## config.mk

```make
export PLATFORM = sky130hd
export DESIGN_NAME = rgb_to_hsv_converter
export DESIGN_NICKNAME = d
export VERILOG_FILES = /design/src/rtl/r2h_pkg.sv /design/src/rtl/rgb_to_hsv_converter.sv /design/src/rtl/r2h_div.sv
export SDC_FILE = /design/constraint.sdc
export NUM_CORES = 1
export LEC_CHECK = 0
export ABC_AREA = 1
export BUFFER_PORTS_ARGS = -buffer_cell sky130_fd_sc_hd__buf_4
export CORE_UTILIZATION = 50
export DETAILED_ROUTE_END_ITERATION = 10
export HOLD_SLACK_MARGIN = 0.12
export PLACE_DENSITY = 0.66
export SLEW_MARGIN = 25
export SYNTH_ARGS = -nofsm -noshare
export SYNTH_HDL_FRONTEND = slang
export SYNTH_SLANG_ARGS = --single-unit
```

## constraint.sdc

```tcl
create_clock -name clk -period 3.8 [get_ports clk]
set_input_delay 0.76 -clock clk [delete_from_list [all_inputs] [get_ports clk]]
set_output_delay 0.76 -clock clk [all_outputs]
set_load 0.005 [all_outputs]
```

## src/rtl/r2h_pkg.sv

```systemverilog
// r2h_pkg: shared widths, constants and types of the RGB to HSV converter.
// No dependencies; imported by r2h_div and rgb_to_hsv_converter.
package r2h_pkg;

    localparam int CHANNEL_BITS      = 8;
    localparam int HUE_FRACTION_BITS = 3;

    localparam int HUE_BITS   = 9 + HUE_FRACTION_BITS;
    localparam int SECTOR     = 60 * (2 ** HUE_FRACTION_BITS);
    localparam int FULL_SCALE = (2 ** CHANNEL_BITS) - 1;

    // Quotient must hold both the sector offset (<= SECTOR) and the saturation.
    localparam int QUOT_BITS = (6 + HUE_FRACTION_BITS > CHANNEL_BITS) ?
                               (6 + HUE_FRACTION_BITS) : CHANNEL_BITS;
    localparam int DEN_BITS  = CHANNEL_BITS + 1;
    localparam int REM_BITS  = DEN_BITS + QUOT_BITS;

    typedef enum logic [1:0] {
        SEC_RED,
        SEC_GREEN,
        SEC_BLUE
    } sector_t;

    typedef struct packed {
        sector_t                 sector;
        logic                    neg;
        logic                    achromatic;
        logic [CHANNEL_BITS-1:0] brightness;
    } side_t;

    typedef struct packed {
        side_t                   side;
        logic [CHANNEL_BITS-1:0] mag;
        logic [CHANNEL_BITS-1:0] spread;
    } front_t;

endpackage

```

## src/rtl/rgb_to_hsv_converter.sv

```systemverilog
// rgb_to_hsv_converter: pipelined RGB to HSV pixel converter (top level).
// Depends on r2h_pkg and r2h_div.
// Stages: max/min stage, numerator stage, one divider stage per quotient bit,
// output stage.
// Throughput: one pixel per cycle; each stage holds under backpressure, bubbles close up.
// Reset: asynchronous, active low, clears all valid bits; payload is not reset.
module rgb_to_hsv_converter
(
    input  logic                               clk,
    input  logic                               rst_n,
    input  logic                               in_valid,
    output logic                               in_ready,
    input  logic [r2h_pkg::CHANNEL_BITS-1:0]   red,
    input  logic [r2h_pkg::CHANNEL_BITS-1:0]   green,
    input  logic [r2h_pkg::CHANNEL_BITS-1:0]   blue,
    output logic                               out_valid,
    input  logic                               out_ready,
    output logic [r2h_pkg::HUE_BITS-1:0]       hue,
    output logic [r2h_pkg::CHANNEL_BITS-1:0]   saturation,
    output logic [r2h_pkg::CHANNEL_BITS-1:0]   brightness,
    output logic                               achromatic
);
    import r2h_pkg::*;

    localparam int CB = CHANNEL_BITS;

    // stage 0: max, min, sector, signed channel difference
    logic                s0_valid_reg;
    logic                s0_ready;
    front_t              s0_reg;
    front_t              s0_next;
    logic [CB-1:0]       mx;
    logic [CB-1:0]       mn;
    logic [CB-1:0]       op_a;
    logic [CB-1:0]       op_b;

    // stage 1: dividends and divisors
    logic                s1_valid_reg;
    logic                s1_ready;
    side_t               s1_side_reg;
    logic [REM_BITS-1:0] num_h_reg;
    logic [REM_BITS-1:0] num_s_reg;
    logic [DEN_BITS-1:0] den_h_reg;
    logic [DEN_BITS-1:0] den_s_reg;
    logic [REM_BITS-1:0] num_h_next;
    logic [REM_BITS-1:0] num_s_next;
    logic [DEN_BITS-1:0] den_h_next;
    logic [DEN_BITS-1:0] den_s_next;

    // divider
    logic                 div_in_ready;
    logic                 div_out_valid;
    logic [QUOT_BITS-1:0] div_quo_h;
    logic [QUOT_BITS-1:0] div_quo_s;
    side_t                div_side;

    // output stage
    logic                out_valid_reg;
    logic                out_stage_ready;
    logic [HUE_BITS-1:0] hue_reg;
    logic [CB-1:0]       sat_reg;
    logic [CB-1:0]       bright_reg;
    logic                achrom_reg;
    logic [HUE_BITS-1:0] hue_next;
    logic [CB-1:0]       sat_next;
    logic [HUE_BITS-1:0] qh;

    assign out_stage_ready = ~out_valid_reg | out_ready;
    assign s1_ready        = ~s1_valid_reg | div_in_ready;
    assign s0_ready        = ~s0_valid_reg | s1_ready;
    assign in_ready        = s0_ready;

    always_comb
    begin
        mx = red;
        if (green > mx)
        begin
            mx = green;
        end
        if (blue > mx)
        begin
            mx = blue;
        end
        mn = red;
        if (green < mn)
        begin
            mn = green;
        end
        if (blue < mn)
        begin
            mn = blue;
        end
    end

    always_comb
    begin
        s0_next = '0;
        priority if (red >= mx)
        begin
            s0_next.side.sector = SEC_RED;
        end
        else if (green >= mx)
        begin
            s0_next.side.sector = SEC_GREEN;
        end
        else
        begin
            s0_next.side.sector = SEC_BLUE;
        end

        unique case (s0_next.side.sector)
            SEC_RED:
            begin
                op_a = green;
                op_b = blue;
            end
            SEC_GREEN:
            begin
                op_a = blue;
                op_b = red;
            end
            SEC_BLUE:
            begin
                op_a = red;
                op_b = green;
            end
            default:
            begin
                op_a = '0;
                op_b = '0;
            end
        endcase

        s0_next.side.neg        = (op_a < op_b);
        s0_next.mag             = s0_next.side.neg ? (op_b - op_a) : (op_a - op_b);
        s0_next.spread          = mx - mn;
        s0_next.side.achromatic = (mx == mn);
        s0_next.side.brightness = mx;
    end

    always_ff @(posedge clk or negedge rst_n)
    begin
        if (!rst_n)
        begin
            s0_valid_reg <= 1'b0;
        end
        else if (s0_ready)
        begin
            s0_valid_reg <= in_valid;
        end
    end

    always_ff @(posedge clk)
    begin
        if (s0_ready && in_valid)
        begin
            s0_reg <= s0_next;
        end
    end

    // hue:  (2*SECTOR*mag + spread) / (2*spread)
    // sat:  (2*spread*FS + max) / (2*max), FS*x = (x << CB) - x
    always_comb
    begin
        num_h_next = REM_BITS'(2 * SECTOR) * REM_BITS'(s0_reg.mag)
                   + REM_BITS'(s0_reg.spread);
        den_h_next = {s0_reg.spread, 1'b0};
        num_s_next = (REM_BITS'(s0_reg.spread) << (CB + 1))
                   - (REM_BITS'(s0_reg.spread) << 1)
                   + REM_BITS'(s0_reg.side.brightness);
        den_s_next = {s0_reg.side.brightness, 1'b0};
    end

    always_ff @(posedge clk or negedge rst_n)
    begin
        if (!rst_n)
        begin
            s1_valid_reg <= 1'b0;
        end
        else if (s1_ready)
        begin
            s1_valid_reg <= s0_valid_reg;
        end
    end

    always_ff @(posedge clk)
    begin
        if (s1_ready && s0_valid_reg)
        begin
            s1_side_reg <= s0_reg.side;
            num_h_reg   <= num_h_next;
            num_s_reg   <= num_s_next;
            den_h_reg   <= den_h_next;
            den_s_reg   <= den_s_next;
        end
    end

    r2h_div u_div
    (
        .clk       (clk),
        .rst_n     (rst_n),
        .in_valid  (s1_valid_reg),
        .in_ready  (div_in_ready),
        .num_h     (num_h_reg),
        .den_h     (den_h_reg),
        .num_s     (num_s_reg),
        .den_s     (den_s_reg),
        .side_in   (s1_side_reg),
        .out_valid (div_out_valid),
        .out_ready (out_stage_ready),
        .quo_h     (div_quo_h),
        .quo_s     (div_quo_s),
        .side_out  (div_side)
    );

    assign qh = HUE_BITS'(div_quo_h);

    always_comb
    begin
        unique case (div_side.sector)
            SEC_RED:
            begin
                if (!div_side.neg)
                begin
                    hue_next = qh;
                end
                else if (qh == '0)
                begin
                    hue_next = '0;
                end
                else
                begin
                    hue_next = HUE_BITS'(6 * SECTOR) - qh;
                end
            end
            SEC_GREEN:
            begin
                hue_next = div_side.neg ? (HUE_BITS'(2 * SECTOR) - qh)
                                        : (HUE_BITS'(2 * SECTOR) + qh);
            end
            SEC_BLUE:
            begin
                hue_next = div_side.neg ? (HUE_BITS'(4 * SECTOR) - qh)
                                        : (HUE_BITS'(4 * SECTOR) + qh);
            end
            default:
            begin
                hue_next = '0;
            end
        endcase
        sat_next = CB'(div_quo_s);
        if (div_side.achromatic)
        begin
            hue_next = '0;
            sat_next = '0;
        end
    end

    always_ff @(posedge clk or negedge rst_n)
    begin
        if (!rst_n)
        begin
            out_valid_reg <= 1'b0;
        end
        else if (out_stage_ready)
        begin
            out_valid_reg <= div_out_valid;
        end
    end

    always_ff @(posedge clk)
    begin
        if (out_stage_ready && div_out_valid)
        begin
            hue_reg    <= hue_next;
            sat_reg    <= sat_next;
            bright_reg <= div_side.brightness;
            achrom_reg <= div_side.achromatic;
        end
    end

    assign out_valid  = out_valid_reg;
    assign hue        = hue_reg;
    assign saturation = sat_reg;
    assign brightness = bright_reg;
    assign achromatic = achrom_reg;

    a_achrom_zero: assert property (@(posedge clk) disable iff (!rst_n)
        out_valid && achromatic |-> hue == '0 && saturation == '0)
        else $error("achromatic transfer with nonzero hue or saturation");

    a_hue_range: assert property (@(posedge clk) disable iff (!rst_n)
        out_valid |-> hue < HUE_BITS'(6 * SECTOR))
        else $error("hue out of range");

    a_chroma_bright: assert property (@(posedge clk) disable iff (!rst_n)
        out_valid && !achromatic |-> brightness != '0)
        else $error("chromatic transfer with zero brightness");

endmodule

```

## src/rtl/r2h_div.sv

```systemverilog
// r2h_div: dual pipelined restoring divider, one quotient bit per stage.
// Carries a side_t sideband alongside. Depends on r2h_pkg.
module r2h_div
(
    input  logic                        clk,
    input  logic                        rst_n,
    input  logic                        in_valid,
    output logic                        in_ready,
    input  logic [r2h_pkg::REM_BITS-1:0]  num_h,
    input  logic [r2h_pkg::DEN_BITS-1:0]  den_h,
    input  logic [r2h_pkg::REM_BITS-1:0]  num_s,
    input  logic [r2h_pkg::DEN_BITS-1:0]  den_s,
    input  r2h_pkg::side_t              side_in,
    output logic                        out_valid,
    input  logic                        out_ready,
    output logic [r2h_pkg::QUOT_BITS-1:0] quo_h,
    output logic [r2h_pkg::QUOT_BITS-1:0] quo_s,
    output r2h_pkg::side_t              side_out
);
    import r2h_pkg::*;

    localparam int STAGES = QUOT_BITS;

    logic                 valid_reg [STAGES];
    logic [STAGES:0]      stg_ready;
    logic [REM_BITS-1:0]  rem_h_reg [STAGES-1];
    logic [REM_BITS-1:0]  rem_s_reg [STAGES-1];
    logic [DEN_BITS-1:0]  den_h_reg [STAGES-1];
    logic [DEN_BITS-1:0]  den_s_reg [STAGES-1];
    logic [QUOT_BITS-1:0] quo_h_reg [STAGES];
    logic [QUOT_BITS-1:0] quo_s_reg [STAGES];
    side_t                side_reg  [STAGES];

    assign stg_ready[STAGES] = out_ready;
    assign in_ready          = stg_ready[0];

    for (genvar k = 0; k < STAGES; k++)
    begin : g_stage
        localparam int BIT = STAGES - 1 - k;

        logic                 v_in;
        logic [REM_BITS-1:0]  rh_in;
        logic [REM_BITS-1:0]  rs_in;
        logic [DEN_BITS-1:0]  dh_in;
        logic [DEN_BITS-1:0]  ds_in;
        logic [QUOT_BITS-1:0] qh_in;
        logic [QUOT_BITS-1:0] qs_in;
        side_t                sd_in;
        logic [REM_BITS-1:0]  shift_h;
        logic [REM_BITS-1:0]  shift_s;
        logic                 ge_h;
        logic                 ge_s;
        logic [QUOT_BITS-1:0] quo_h_next;
        logic [QUOT_BITS-1:0] quo_s_next;

        if (k == 0)
        begin : g_first
            assign v_in  = in_valid;
            assign rh_in = num_h;
            assign rs_in = num_s;
            assign dh_in = den_h;
            assign ds_in = den_s;
            assign qh_in = '0;
            assign qs_in = '0;
            assign sd_in = side_in;
        end
        else
        begin : g_next
            assign v_in  = valid_reg[k-1];
            assign rh_in = rem_h_reg[k-1];
            assign rs_in = rem_s_reg[k-1];
            assign dh_in = den_h_reg[k-1];
            assign ds_in = den_s_reg[k-1];
            assign qh_in = quo_h_reg[k-1];
            assign qs_in = quo_s_reg[k-1];
            assign sd_in = side_reg[k-1];
        end

        assign shift_h    = REM_BITS'(dh_in) << BIT;
        assign shift_s    = REM_BITS'(ds_in) << BIT;
        assign ge_h       = (rh_in >= shift_h);
        assign ge_s       = (rs_in >= shift_s);
        assign quo_h_next = qh_in | (QUOT_BITS'(ge_h) << BIT);
        assign quo_s_next = qs_in | (QUOT_BITS'(ge_s) << BIT);

        assign stg_ready[k] = ~valid_reg[k] | stg_ready[k+1];

        always_ff @(posedge clk or negedge rst_n)
        begin
            if (!rst_n)
            begin
                valid_reg[k] <= 1'b0;
            end
            else if (stg_ready[k])
            begin
                valid_reg[k] <= v_in;
            end
        end

        always_ff @(posedge clk)
        begin
            if (stg_ready[k] && v_in)
            begin
                quo_h_reg[k] <= quo_h_next;
                quo_s_reg[k] <= quo_s_next;
                side_reg[k]  <= sd_in;
            end
        end

        if (k < STAGES - 1)
        begin : g_rem
            logic [REM_BITS-1:0] rem_h_next;
            logic [REM_BITS-1:0] rem_s_next;

            assign rem_h_next = ge_h ? (rh_in - shift_h) : rh_in;
            assign rem_s_next = ge_s ? (rs_in - shift_s) : rs_in;

            always_ff @(posedge clk)
            begin
                if (stg_ready[k] && v_in)
                begin
                    rem_h_reg[k] <= rem_h_next;
                    rem_s_reg[k] <= rem_s_next;
                    den_h_reg[k] <= dh_in;
                    den_s_reg[k] <= ds_in;
                end
            end
        end
    end

    assign out_valid = valid_reg[STAGES-1];
    assign quo_h     = quo_h_reg[STAGES-1];
    assign quo_s     = quo_s_reg[STAGES-1];
    assign side_out  = side_reg[STAGES-1];

endmodule
```

# --- Word-level counts from Yosys, hierarchy flattened ---
# Memory sizes are Yosys's and may differ from the RTL's. A register that Yosys moved wholly into a read port is not among the register bits.
# Cells that the tools add are included.
word_totals:
  register_bits: 117
  mem_bits_rw: 702
  inputBits: 28
  n_memories: 7
mem_list:
  columns: ["memory", "depth", "width", "read_ports", "rd_clocked_by_memory_dff", "wr", "line_no", "rtl"]
  rows:
  - ["u_div.rem_h_reg", 8, 18, 8, 0, 8, "r2h_div.sv:26", "logic [REM_BITS-1:0] rem_h_reg [STAGES-1];"]
  - ["u_div.rem_s_reg", 8, 18, 8, 0, 8, "r2h_div.sv:27", "logic [REM_BITS-1:0] rem_s_reg [STAGES-1];"]
  - ["u_div.side_reg", 9, 12, 9, 0, 9, "r2h_div.sv:32", "side_t side_reg [STAGES];"]
  - ["u_div.quo_h_reg", 9, 9, 9, 0, 9, "r2h_div.sv:30", "logic [QUOT_BITS-1:0] quo_h_reg [STAGES];"]
  - ["u_div.quo_s_reg", 9, 9, 9, 1, 9, "r2h_div.sv:31", "logic [QUOT_BITS-1:0] quo_s_reg [STAGES];"]
  - ["u_div.den_h_reg", 8, 9, 8, 0, 8, "r2h_div.sv:28", "logic [DEN_BITS-1:0] den_h_reg [STAGES-1];"]
  - ["+1 memories", null, null, null, null, null, null, null]
op_classes:
  add_sub_neg: 27
  n_mul: 1
  order_cmp: 25
  eq_ne: 5
  muxes: 48
  n_bitwise: 40
  reduce_logical: 15
ops:
  columns: ["op", "count"]
  rows:
  - ["$mux W18", 16]
  - ["$mux W12", 4]
  - ["$pmux W8 S3", 2]
  - ["$mux W8", 5]
  - ["$add A18 B8 Y18", 2]
  - ["$ge A18 B10 Y1", 2]
  - ["$ge A18 B11 Y1", 2]
  - ["$ge A18 B12 Y1", 2]
  - ["$ge A18 B13 Y1", 2]
  - ["$ge A18 B14 Y1", 2]
  - ["$ge A18 B15 Y1", 2]
  - ["$ge A18 B16 Y1", 2]
  - ["$ge A18 B17 Y1", 2]
  - ["$ge A18 B9 Y1", 2]
  - ["$pmux W12 S3", 1]
  - ["$sub A18 B10 Y18", 2]
  - ["$sub A18 B11 Y18", 2]
  - ["$sub A18 B12 Y18", 2]
  - ["$sub A18 B13 Y18", 2]
  - ["$sub A18 B14 Y18", 2]
  - ["$sub A18 B15 Y18", 2]
  - ["$sub A18 B16 Y18", 2]
  - ["$sub A18 B17 Y18", 2]
  - ["$lt A8 B8 Y1", 3]
  - ["28 further kinds", 94]

# --- Longest topological paths before layout ---
# Gate-level depths: netlist (run 1).
logic_depth:
  word_depth: 14
  mapped_depth: 50
  mapped_depth_nobuf: 49

# --- Cells and area by module ---
# A second synthesis (run 1) with hierarchy kept.
unflattened:
  hier_cells: 4504
  hier_area_um2: 41716.3
modules_own_cells:
  columns: ["module", "n_inst", "cells_per_inst", "area_each_um2"]
  rows:
  - ["r2h_div", 1, 3588, 33627.3]
  - ["rgb_to_hsv_converter", 1, 916, 8089.0]

# --- Least setup slack after synthesis (run 1) ---
# No wires, ideal clock.
synth_path:
  path_kind: "input -> register"
  from: "in red[7] (netlist name)"
  to: "reg s0_reg[14] (netlist name), data pin"
  setup_ns: 0.266
  t_arrival_ns: 6.826
  t_required_ns: 3.534
  path_slack_ns: -3.292
  cell_stages: 38
  n_path_buf: 1
  path_cell_list: "inv_1 > ha_1 > a21o_1 > nor2_1 > nand2_2 > nand2_2 > clkbuf_1 > nand2_1 > o21ai_0 > ha_1 > a21oi_1 > nor2_1 > a211oi_1 > nand2_4 > nand2_4 > inv_1 > o21ai_0 > inv_1 > (+2 left out) > nor2_1 > a211oi_1 > a21boi_4 > nand2_1 > nor2_1 > nor2_1 > ha_1 > inv_1 > o21bai_1 > a21oi_1 > o21ai_0 > a21oi_1 > inv_1 > a21oi_1 > inv_1 > o21ai_0 > o221ai_1 > xor2_1"
synth_lines:
  columns: ["item", "line_no", "rtl"]
  rows:
  - ["start: declaration", "rgb_to_hsv_converter.sv:13", "input logic [r2h_pkg::CHANNEL_BITS-1:0] red,"]
  - ["end signal: assignment", "rgb_to_hsv_converter.sv:157", "s0_reg <= s0_next;"]
  - ["end: declaration", "rgb_to_hsv_converter.sv:30", "front_t s0_reg;"]

==> flow_summary.yaml, run 1 <==
yosys:
  syn-cell-area_sq_um: 31950
  seq_area_frac_synth_pct: 57.43
  avgSynthCellArea_sq_um: 10.78
  synth_top_flop_cell: "edfxtp_1"
  yosys_warnings: 0
  ys_types: 54
  synth_fp_nets: 3257
  syn_inst: 2964
  synthArstFlopShare_pct: 1.958
  synthTopCellsByArea: "edfxtp_1 56%, ha_1 9.1%, nand2_1 5.8%, inv_1 5.0%, o21ai_0 3.7%"
  ys_seq_elements: 613
  synth_top_area_share_pct: 56.49
  synth_edf_count: 601
  yosys.area.top_type: "edfxtp_1"
setup_path:
  worst_ep_arrival_time_ns: 6.12
  crit_slowest_cell: "mux2i_2"
  r2r-start: "s0_reg[9]"
  reg2reg_to: "num_h_reg[17]"
  crit_path_max_incr_delay_ns: 0.29
  reg2reg_slack_ns: 0.16
  setup.worst_path.class: "in2reg"
  cp_max_fo: 7
  crit_path_end_kind: "flip-flop"
  critical_path_required_ns: 4.17
  rr_worst_depth: 15
  start_kind: "input pin"
die:
  chipWidth_microns: 254.8
  row_count: 92
  die_height_microns: 254.8
  die-area_sq_um: 64910
  core-area_sq_um: 63080
  floorplan.initialDensity_pct: 50.65
  ios: 59
drt:
  drc: 0
  vias_per_cell: 5.096
  ant_nets: 0
  via_count: 21270
  wl_microns: 61370
  dr.first_iter.drc_count: 1058
  wire_per_inst_microns: 14.70
  dr.pass1.iters: 5
placement:
  dp_cells: 4021
  portBuffers: 58
  place_hpwl_microns: 46780
  gp_congestion: 0.9150
global_routing:
  grt_pass1_wl_microns: 99570
  grt_usage_pct: 19.06
  grt-ovfl-total: 0
  antenna_found_initial: 0
  grt_pass1_vias: 21450
  grt_max_degree: 63
outcome:
  outcome: "complete, but fails checks"
  violations: "negative setup slack"
clock_tree:
  clockRootBuffer: "clkbuf_16"
  cts_tree: "yes"
  cts_buffers: 61
  cts.htree.levels: 2
  clk_latency_ns: 0.62
  path_clk_slew_ns: 0.06
  cts_sinks: 613
  clock_path_buffers: 3
final_layout:
  nFillCells: 5009
  utilization_pct: 60.71
  area_growth_pct: 19.88
  multi_input_area_sq_um: 12760
  drive_gt1_share_pct: 16.88
  largest_register_ffs: 144
  diodes: 0
  stdcell_count: 4175
  seq_area_sq_um: 18350
  nets: 3574
sta:
  worstMarginPinSlew_ns: 0.8107
  slew_viol_final: 0
  fin_skew_ns: 0.01682
  finalCritPeriodShare_pct: 151.5
  maxSlewHeadroom_pct: 45.75
  hold_violations: 0
  layout_setup_ws_ns: -1.956
  rsz0062_at_grt: "true"
  setup_viol: 14
  max_freq_mhz: 173.7
  period_minus_slack_ns: 5.756
hold_path:
  hold_end: "s0_valid_reg"
  hp-class: "in2reg"
  whs_path_depth: 3
  worstHoldStart: "in_valid"
pwr:
  ir_drop_mv: 0.6364
  leakage_nw: 16.02
  p_per_area_nw_per_um2: 909.2
  power.total_mw: 34.82
flow_run:
  maxCapViolCount: 0
==> synth_stat cells, drive strengths merged, types with 3 or more instances <==
cell,instances
xnor2,72
nand4,34
clkbuf,22
xor2,106
nand3b,8
or2,4
ha,233
dfrtp,12
edfxtp,601
o2111ai,3
nor2,248
inv,427
buf,3
and2,3
a211oi,11
fa,32
mux2i,3
nand2,509
o21ai,236
o211ai,6
o31ai,4
nand3,114
nor4,35
a31oi,6
a21o,10
a21oi,159
nor3,31
o21bai,10
o221ai,4
==> worst max-delay path by stage <==
stage	start	cells after the start	to
5_1_grt	red[5]	38	s0_reg[13]
3_3_place_gp	red[5]	43	s0_reg[14]
2_1_floorplan	red[1]	41	s0_reg[13]
6_report	red[5]	41	s0_reg[13]
3_5_place_dp	red[4]	43	s0_reg[14]
4_1_cts	red[6]	41	s0_reg[13]
==> power breakdown <==
group          leakage (nW)  switching (mW)  internal, mW
combinational          9.09            8.98          6.86
clock                  1.03            2.48          3.87
sequential             5.89            1.42          11.2
==> logic make-up after synthesis <==
| kind of cell | after synthesis | synth area share [%] |
|---|---|---|
| AOI/OAI and AO/OA | 461 | 7.860 |
| xor gates and xnor gates | 178 | 4.880 |
| adders and majority gates | 265 | 11.13 |
| buffers and inverters | 454 | 5.405 |
| DFF | 613 | 57.43 |
| muxes | 3 | 0.09400 |
| and+or+nand+nor | 990 | 13.20 |
==> per-stage QoR <==
step	setup slack [ns]	setup TNS (ns)	cell area (sq um)	hold slack, ns
finish	-1.956	-16.34	38300	0.3439
global route	-2.271	-20.60	38300	0.3362
CTS	-1.797	-14.27	37790	0.3099
detailed placement	-2.925	-32.09	34940	0.4045
global placement	-2.721	-29.12	34940	0.4003
floorplan	-2.456	-21.10	32110	0.4003
==> routing by layer <==
layer / vias up / GRT usage, % / wire length (microns)
li1: 10850 / - / -
met1: 9902 / 20.43 / 23880
met2: 388 / 37.10 / 33300
met3: 138 / 2.592 / 2073
met4: 0 / 7.819 / 2117
met5: - / 0 / 0
==> final cells by class <==
class,count,area share [%]
clock buffer,69,4.120
timing repair buffer,278,6.077
tap,846,2.764
inverter,429,4.290
clock inverter,42,1.522
sequential,613,47.91
multi-input combinational,1898,33.32
==> placed cells by master (no fill, tap or decap), types with 10 or more instances in the layout <==
cell / n
edfxtp_1: 601
buf_12: 10
nor4_1: 34
ha_1: 206
nand3_1: 98
nor3_1: 30
inv_2: 19
nand2_2: 29
inv_1: 400
a21o_1: 10
o21ai_1: 11
nor2_2: 17
o21ai_0: 211
xor2_1: 103
buf_6: 24
bufinv_16: 13
dfrtp_1: 12
clkinv_1: 10
ha_4: 21
nand4_1: 32
fa_1: 30
clkbuf_16: 62
nor2_1: 220
a21oi_1: 147
nand2_1: 470
nand3_2: 12
nor2_4: 11
buf_4: 240
xnor2_1: 70
==> worst max-delay path: cells and delay by family <==
kind | cells | cell delay (ns)
mux | 1 | 0.29
xor+xnor | 1 | 0.14
buf+inv | 10 | 0.99
compound gates | 12 | 1.85
simple gates | 13 | 1.15
fa+ha+maj | 4 | 0.92
==> repair_timing <==
action,4_1_cts,5_1_grt
setup buffers,29,17
gates cloned,1,0
endpoints found under the hold margin,12,0
setup endpoints to repair,19,20
pin swaps,64,70
gates resized for setup,103,100
hold buffers,1,0
Power figures use the tool's default switching activity.
==> inputs of run 2 (changes only) <==
==> constraint.sdc (replaced) <==
create_clock -name clk -period 3.8 [get_ports clk]
set_input_delay 0.19 -clock clk [delete_from_list [all_inputs] [get_ports clk]]
set_output_delay 0.19 -clock clk [all_outputs]
set_load 0.005 [all_outputs]
==> flow_summary.yaml, run 2 (synthesis gave the netlist of run 1 again) <==
sta:
  fin_skew_ns: 0.01266
  slew_viol_final: 0
  tns_ns: -9.979
  layout_setup_ws_ns: -1.324
  finalCritPeriodShare_pct: 134.8
  max_freq_mhz: 195.2
  hold_ws_ns: 0.1888
  setup_viol: 9
  rsz0062_at_grt: "true"
  hold_violations: 0
  worstMarginPinSlew_ns: 0.8889
  maxSlewHeadroom_pct: 40.74
  period_minus_slack_ns: 5.124
setup_path:
  setup.worst_path.class: "in2reg"
  crit_path_max_incr_delay_ns: 0.31
  crit_end: "s0_reg[13]"
  crit_slowest_cell: "mux2i_2"
  reg2reg_slack_ns: 0.21
  crit_buf_inv: 7
  crit_top_cell: "nand2_4"
  cpLargestDelayFamily: "compound AO/OA/AOI/OAI gates"
  cp_max_fo: 7
  startpoint: "red[5]"
  reg2reg_to: "num_h_reg[17]"
  crit_cells: 39
  critical_path_required_ns: 4.16
  r2r-start: "s0_reg[10]"
  worst_ep_arrival_time_ns: 5.49
  crit_path_end_kind: "flip-flop"
  rr_worst_depth: 14
  start_kind: "input pin"
die:
  die-area_sq_um: 64910
  ios: 59
  floorplan.initialDensity_pct: 50.65
  core-area_sq_um: 63080
  die_height_microns: 254.8
  row_count: 92
  chipWidth_microns: 254.8
global_routing:
  grt-ovfl-total: 0
  grt_pass1_wl_microns: 99290
  antenna_found_initial: 0
  grt_max_degree: 66
  grt_pass1_vias: 21360
  grt_usage_pct: 18.95
clock_tree:
  clk_latency_ns: 0.62
  cts_tree: "yes"
  clock_path_buffers: 3
  cts_buffers: 61
  cts.htree.levels: 2
  cts_sinks: 613
  path_clk_slew_ns: 0.07
  clockRootBuffer: "clkbuf_16"
drt:
  ant_nets: 0
  dr.first_iter.drc_count: 1066
  wire_per_inst_microns: 14.65
  via_count: 21300
  wl_microns: 60960
  vias_per_cell: 5.119
  drc: 0
  dr.pass1.iters: 7
hold_path:
  worstHoldStart: "blue[3]"
  hp-class: "in2reg"
final_layout:
  final_common_cell: "edfxtp_1"
  diodes: 0
  final_cell_mix: "601 x edfxtp_1, 476 x nand2_1, 404 x inv_1, 229 x buf_4, 223 x nor2_1"
  nets: 3557
  utilization_pct: 60.11
  area_growth_pct: 18.69
  final_area_sq_um: 37920
  drive_gt1_share_pct: 15.65
  largest_register_ffs: 144
  nFillCells: 5048
placement:
  placed_cell_area_sq_um: 34710
  gp_congestion: 0.9083
  place_hpwl_microns: 46750
  portBuffers: 58
pwr:
  ir_drop_mv: 0.8407
  p_per_area_nw_per_um2: 908.3
  leakage_nw: 15.91
outcome:
  outcome: "complete, but fails checks"
  violations: "negative setup slack"
flow_run:
  maxCapViolCount: 0
[run 2: changes by cell type in the layout (fill, tap and decap cells not counted), moves of 5 or more]
cell      previous run  this run
buf_4              240       229
buf_12              10         2
inv_2               19        11
nand2_2             29        18
o21ai_0            211       219
a21oi_2              9         4
clkinv_4             1         6
nand2_1            470       476
nand2_4              9        16
clkinv_2             7        18
[run 2: power by group]
group          total, mW  internal, mW  switching, mW
Clock               6.15          3.67           2.48
Combinational       15.7          6.70           8.96
Sequential          12.6          11.2           1.42
[run 2: area by class of cell]
cell class	count	area [sq um]	share of cell area (%)
clock buffers	66	1567	4.131
clock inverters	49	544.3	1.435
inverters	429	1652	4.356
multi-input cells	1899	12660	33.39
flip-flops and latches	613	18350	48.39
well taps	846	1059	2.792
repair buffers	260	2088	5.507
[run 2: metrics by stage]
stage | cells | setup slack [ns] | total power [mW]
after global placement | 4004 | -2.070 | 26.76
after floorplan | 2964 | -1.893 | 23.35
after detailed placement | 4004 | -2.306 | 27.55
final | 4162 | -1.324 | 34.44
after CTS | 4146 | -1.255 | 34.11
after global routing | 4162 | -1.570 | 37.23
[run 2: routing by layer]
metal	vias to the layer above	global-route usage, %	wire length [microns]
met1	9935	20.81	23970
li1	10820	-	-
met3	153	2.429	1999
met5	-	0	0
met2	396	36.24	32590
met4	0	8.161	2393
[run 2: how the worst min path moves through the flow]
stage	to	slack, ns	cells after the start
2_1_floorplan	out_valid	-0.11	0
3_3_place_gp	s0_valid_reg	0.04	1
3_5_place_dp	s0_valid_reg	0.04	1
4_1_cts	den_s_next[4]	0.13	5
5_1_grt	den_s_next[4]	0.17	5
6_report	den_s_next[4]	0.19	5
[run 2: what timing repair did]
action,CTS,global route
gates resized for setup,86,88
hold endpoints to repair,16,0
hold buffers,4,0
gates cloned,1,1
buffers inserted,22,15
endpoints found under the setup margin,10,65
pin swaps,57,52
[run 2: worst min-delay path: stages]
cell     delay, ns
buf_4         0.09
buf_4         0.15
nand2_1       0.07
o21ai_2       0.06
buf_4         0.13
